File: config.mk
export PLATFORM = sky130hd
export DESIGN_NAME = svd_in_reg_flat
export DESIGN_NICKNAME = d
export VERILOG_FILES = /design/src/design/svd_pkg.sv /design/src/design/svd_if.sv /design/src/design/svd_in_reg.sv /design/src/flat_wrapper.sv
export SDC_FILE = /design/constraint.sdc
export NUM_CORES = 1
export LEC_CHECK = 0
export BUFFER_PORTS_ARGS = -buffer_cell sky130_fd_sc_hd__buf_2
export CORE_AREA = 2 2 39 41
export CTS_CLUSTER_DIAMETER = 200
export DETAILED_ROUTE_END_ITERATION = 8
export DIE_AREA = 0 0 41 43
export SYNTH_ARGS = -nofsm -noshare
export SYNTH_HDL_FRONTEND = slang
export SYNTH_SLANG_ARGS = --single-unit
File: constraint.sdc
create_clock -name clk -period 1.95 [get_ports clk]
set_input_delay 0.195 -clock clk [delete_from_list [all_inputs] [get_ports clk]]
set_output_delay 0.195 -clock clk [all_outputs]
set_load 0.01 [all_outputs]
File: src/design/svd_pkg.sv
// Shared types and constants for the signed varint decoder.
// Depends on nothing; every other file of the block imports it.
package svd_pkg;

  localparam int unsigned ValueW = 32;
  localparam int unsigned PosW   = 3;

  // Fields of one input byte
  localparam int unsigned SignBit   = 6;
  localparam int unsigned ContBit   = 7;
  localparam logic [7:0] FirstMask  = 8'h3f;
  localparam logic [7:0] MidMask    = 8'h7f;
  localparam logic [7:0] FinalMask  = 8'h0f;
  localparam int unsigned FinalShift = 27;

  // Byte position within one number
  localparam logic [PosW-1:0] PosFirst = 3'd0;
  localparam logic [PosW-1:0] PosFinal = 3'd4;

  // Result status codes
  localparam logic StatusOk      = 1'b0;
  localparam logic StatusEndOfBuf = 1'b1;

  typedef struct packed {
    logic [7:0] data_byte;
    logic       buffer_last;
  } svd_item_t;

  typedef struct packed {
    logic [PosW-1:0] pos;
    logic            stalled;
  } svd_stat_t;

  // Shift of a middle byte's seven value bits: positions one to three
  function automatic logic [4:0] mid_shift(input logic [PosW-1:0] pos);
    logic [4:0] sh;
    case (pos)
      3'd1:    sh = 5'd6;
      3'd2:    sh = 5'd13;
      3'd3:    sh = 5'd20;
      default: sh = 5'd0;
    endcase
    return sh;
  endfunction

endpackage

File: src/design/svd_if.sv
// Valid/ready channel interfaces for the signed varint decoder.
// Depends on svd_pkg for the value width.
interface svd_in_if;
  logic       valid;
  logic       ready;
  logic [7:0] data_byte;
  logic       buffer_last;

  modport source (output valid, output data_byte, output buffer_last, input ready);
  modport sink   (input valid, input data_byte, input buffer_last, output ready);
endinterface


File: src/design/svd_in_reg.sv
// Input register of the signed varint decoder: holds one byte word.
// Depends on svd_pkg and svd_in_if.
module svd_in_reg
  import svd_pkg::*;
(
  input  logic       clk,
  input  logic       rst_n,
  svd_in_if.sink     in_ch,
  output svd_item_t  item,
  output logic       item_vld,
  input  logic       item_take
);

  logic      in_vld_r;
  svd_item_t item_r;

  // Refill while empty, or when the held word leaves in the same cycle
  assign in_ch.ready = !in_vld_r || item_take;

  always_ff @(posedge clk) begin
    if (!rst_n) begin
      in_vld_r <= 1'b0;
    end else if (in_ch.ready) begin
      in_vld_r <= in_ch.valid;
    end
  end

  always_ff @(posedge clk) begin
    if (in_ch.ready && in_ch.valid) begin
      item_r <= '{data_byte: in_ch.data_byte, buffer_last: in_ch.buffer_last};
    end
  end

  assign item     = item_r;
  assign item_vld = in_vld_r;

endmodule

File: src/flat_wrapper.sv
// flat-port wrapper written by rule: the top's interface ports become plain ports
module svd_in_reg_flat import svd_pkg::*;
  (clk, rst_n, item, item_vld, item_take, in_ch_valid, in_ch_data_byte, in_ch_buffer_last, in_ch_ready);
  svd_in_if in_ch_i ();
  input  logic clk;
  input  logic rst_n;
  output svd_item_t item;
  output logic item_vld;
  input  logic item_take;
  input wire logic [$bits(in_ch_i.valid)-1:0] in_ch_valid;
  input wire logic [$bits(in_ch_i.data_byte)-1:0] in_ch_data_byte;
  input wire logic [$bits(in_ch_i.buffer_last)-1:0] in_ch_buffer_last;
  output wire logic [$bits(in_ch_i.ready)-1:0] in_ch_ready;
  assign in_ch_i.valid = in_ch_valid;
  assign in_ch_i.data_byte = in_ch_data_byte;
  assign in_ch_i.buffer_last = in_ch_buffer_last;
  assign in_ch_ready = in_ch_i.ready;
  svd_in_reg u_core (.clk(clk), .rst_n(rst_n), .in_ch(in_ch_i), .item(item), .item_vld(item_vld), .item_take(item_take));
endmodule
**Word level (Yosys, flattened, before mapping)**

Cells that the tools add are included.

- Register bits: 10
- Bits in latches: 0
- Memory bits (writable): 0
- ROM bits: 0
- Bits of input ports: 13
- Output and inout bits: 11
- Logic and storage cells: 6
- Memories: 0

- Add/subtract/negate cells: 0
- Multipliers: 0
- Div/mod/pow operators: 0
- Magnitude comparators: 0
- Equal/unequal tests: 0
- Shifts and indexed selects: 0
- Muxes and demuxes: 0
- Bitwise operators: 0
- Reductions and logical operators: 3

Operator list:

| cell | count |
|---|---|
| 1-bit logical AND | 1 |
| 1-bit logical NOT | 1 |
| 1-bit logical OR | 1 |

**Longest topological paths before layout**

- Depth in word-level cells: 3
- Mapped depth: 2
- Mapped depth without buffers: 2

**Worst setup path before layout**

Ideal clock, no wire load.

- Kind: register to register
- Start: register u_core.in_vld_r (netlist: u_core.item_vld)
- End: register u_core.item_r (netlist bit u_core.item[0]), enable pin
- Setup time: 301 ps
- Data arrival time: 639 ps
- Data required time: 1649 ps
- Setup slack: 1009 ps
- Stages on the path, launching flop included: 3
- Buffers on the path: 0
- Clock period less this slack: 941 ps
- Cells stage by stage: dfxtp_1 > nand2b_4 > and2_4

- Cells in the longest elaborated chain, start to end: 3

Ends and longest elaborated chain:

| item | RTL line | text |
|---|---|---|
| from (decl) | svd_in_reg.sv:14 | `logic in_vld_r;` |
| from (signal assigned) | svd_in_reg.sv:24 | `in_vld_r <= in_ch.valid;` |
| 1-bit logical NOT | svd_in_reg.sv:18 | `assign in_ch.ready = !in_vld_r \|\| item_take;` |
| 1-bit logical OR | svd_in_reg.sv:18 |  |
| named net in_ch_ready | flat_wrapper.sv:13 | `output wire logic [$bits(in_ch_i.ready)-1:0] in_ch_ready;` |
| 1-bit logical AND | svd_in_reg.sv:29 | `if (in_ch.ready && in_ch.valid) begin` |
| to (signal assigned) | svd_in_reg.sv:30 | `item_r <= '{data_byte: in_ch.data_byte, buffer_last: in_ch.buffer_last};` |
| to (decl) | svd_in_reg.sv:15 | `svd_item_t item_r;` |

The timed path passes the listed nets, and every way through them passes these cells.
A chain may end at the register's enable or synchronous reset.

**Worst setup path after layout**

- Start: register u_core.in_vld_r (netlist: u_core.item_vld)
- End: output port in_ch_ready

- Cells in the longest elaborated chain, start to end: 2

Ends and longest elaborated chain:

| item | RTL line |
|---|---|
| 1-bit logical NOT | svd_in_reg.sv:18 |
| 1-bit logical OR | svd_in_reg.sv:18 |
| to (decl) | flat_wrapper.sv:13 |

Every way passes these cells.

==> metrics.cfg <==
[placed_design]
gp_congestion=0.568
port_buffers=23
placed_cells=53

[logic_synthesis]
synth_area_leaders=edfxtp_1 82%, dfxtp_1 6.1%, nand2b_4 4.2%
syn_nets=27
synth_seq_area_share_pct=88.5
synth.top_cell.area_share_pct=82.4
syn_avg_cell_area_um2=23.4
synth_cells=14
ys_ff_latch=10
yosysWarnings=0
syn_area_um2=328
ys_types=6
netlist.top_cell.by_area=edfxtp_1

[hold_path]
hold_class=input port to flip-flop
hp-start=in_ch_data_byte[0]

[power_and_ir_drop]
leakage_nw=0.221
p_per_area_nw_per_um2=888
irDropWorstVdd_uv=295
p_total_mw=0.435

[die]
fp.dieH_um=43
rows=14
boundaryPins=24
design.core.area_um2=1380
dieArea_um2=1760
die_w_um=41
start_util_pct=23.7

[timing]
fin_skew_ns=0.0106
final-hold-violation-count=0
grt_setup_unrepaired=false
maxSlewHeadroom_pct=91.1
max_freq_ghz=0.976
finalCritPeriodShare_pct=52.5
finalCriticalPeriod_ns=1.02
tns_ns=0
worst_pin_slew_ns=0.133
drv_slew=0
setup_viol_count_final=0

[worst_setup_path]
r2r_start=u_core.item_vld$_SDFFE_PN0P_
crit_type=flip-flop to primary output
start_kind=flip-flop
crit_required_ns=1.75
cp.arrival_ns=0.83
crit_path_start=u_core.item_vld$_SDFFE_PN0P_
worstPathMaxFanout=3
cp-end-kind=primary output

[drt]
drtAntennaViolNets=0
vias_per_cell=3.72
routedWlPerCell_um=9.28
drc=0
vias=212
wirelength_um=529
drt-initial-drc-count=0
drt_pass1_iterations=1

[grt]
grt_antenna_before_repair=0
grt_max_degree=10
grt_first_pass_wirelength_um=759
grt.total_usage_pct=7.06
grt-ovfl-total=0
grt_pass1_vias=219

[layout]
fin_nets=55
antenna_cells=0
drive_gt1_share_pct=70.7
stdcell_count=57
syn_to_final_growth_pct=49.2

[job]
cap_viol_max_count=0

[clock_network]
cts_setup_buffers=0
root_buffer=clkbuf_4
clock_sinks=10
hold_buffers=0
htreeDepth=1
clk_path_buf_depth=2
path_clk_slew_ns=0.07
cts_resized=0
tritoncts=built
cts_buffers=3
clkLatencyLatePin_ns=0.26

[outcome]
status=finished, final reports clean

path summary, 6_finish.rpt:
path | end | slack [ns] | depth (start not counted)
setup reg to reg | u_core.item[8]$_DFFE_PP_ | 1.04 | 2
setup / recovery | in_ch_ready | 0.93 | 2
hold / removal | u_core.item[1]$_DFFE_PP_ | 0.11 | 1
hold reg to reg | u_core.item_vld$_SDFFE_PN0P_ | 0.50 | 2
cell usage after synthesis:
library cell,count
edfxtp_1,9
a21boi_2,1
and2_4,1
nand2b_4,1
dfxtp_1,1
inv_1,1
metrics by stage:
step	setup slack (ns)	hold WS [ns]	utilization (%)	cell area, um^2
floorplan	1.01	0.294	-	328
global route	0.890	0.104	35.4	489
CTS	0.902	0.0990	35.4	489
finish	0.926	0.108	35.4	489
detailed placement	1.04	0.376	33.5	463
global placement	1.05	0.377	33.5	463
power by group:
group | total (mW) | switching, mW | internal (mW)
Sequential | 0.252 | 0.00371 | 0.248
Combinational | 0.0408 | 0.0195 | 0.0213
Clock | 0.142 | 0.0634 | 0.0786
worst max-delay path, cell delays in order (launching register included):
cell	delay [ns]
dfxtp_1	0.37
nand2b_4	0.07
buf_2	0.14
metal layers:
layer | routed length (um) | track usage, % | up-vias
met5 | 0 | 0 | -
met4 | 0 | 8.00 | 0
met3 | 97 | 3.14 | 0
met2 | 186 | 8.75 | 21
met1 | 246 | 7.85 | 85
li1 | - | - | 106
layout by cell type, fill, tap and decap left out:
master    instances
clkbuf_4          3
dfxtp_1           1
edfxtp_1          9
and2_4            1
inv_1             1
buf_2            23
clkbuf_1          1
a21boi_2          1
nand2b_4          1
sequential cells by signal, summed over array words and instances (netlist names):
| name | count |
|---|---|
| u_core.item | 9 |
| u_core.item_vld | 1 |
area by class of cell:
cell class | instances | area (um^2)
Clock buffer | 4 | 26.3
Fill cell | 142 | 895
Inverter | 1 | 3.75
Multi-Input combinational cell | 3 | 33.8
Sequential cell | 10 | 290
Tap cell | 16 | 20.0
Timing Repair Buffer | 23 | 115
cell families after synthesis:
group / count (synthesis) / share of synthesized area, %
compound gates: 1 / 3.43
flops: 10 / 88.6
simple gates: 2 / 6.87
buf+inv: 1 / 1.14
Power figures use the tool's default switching activity.
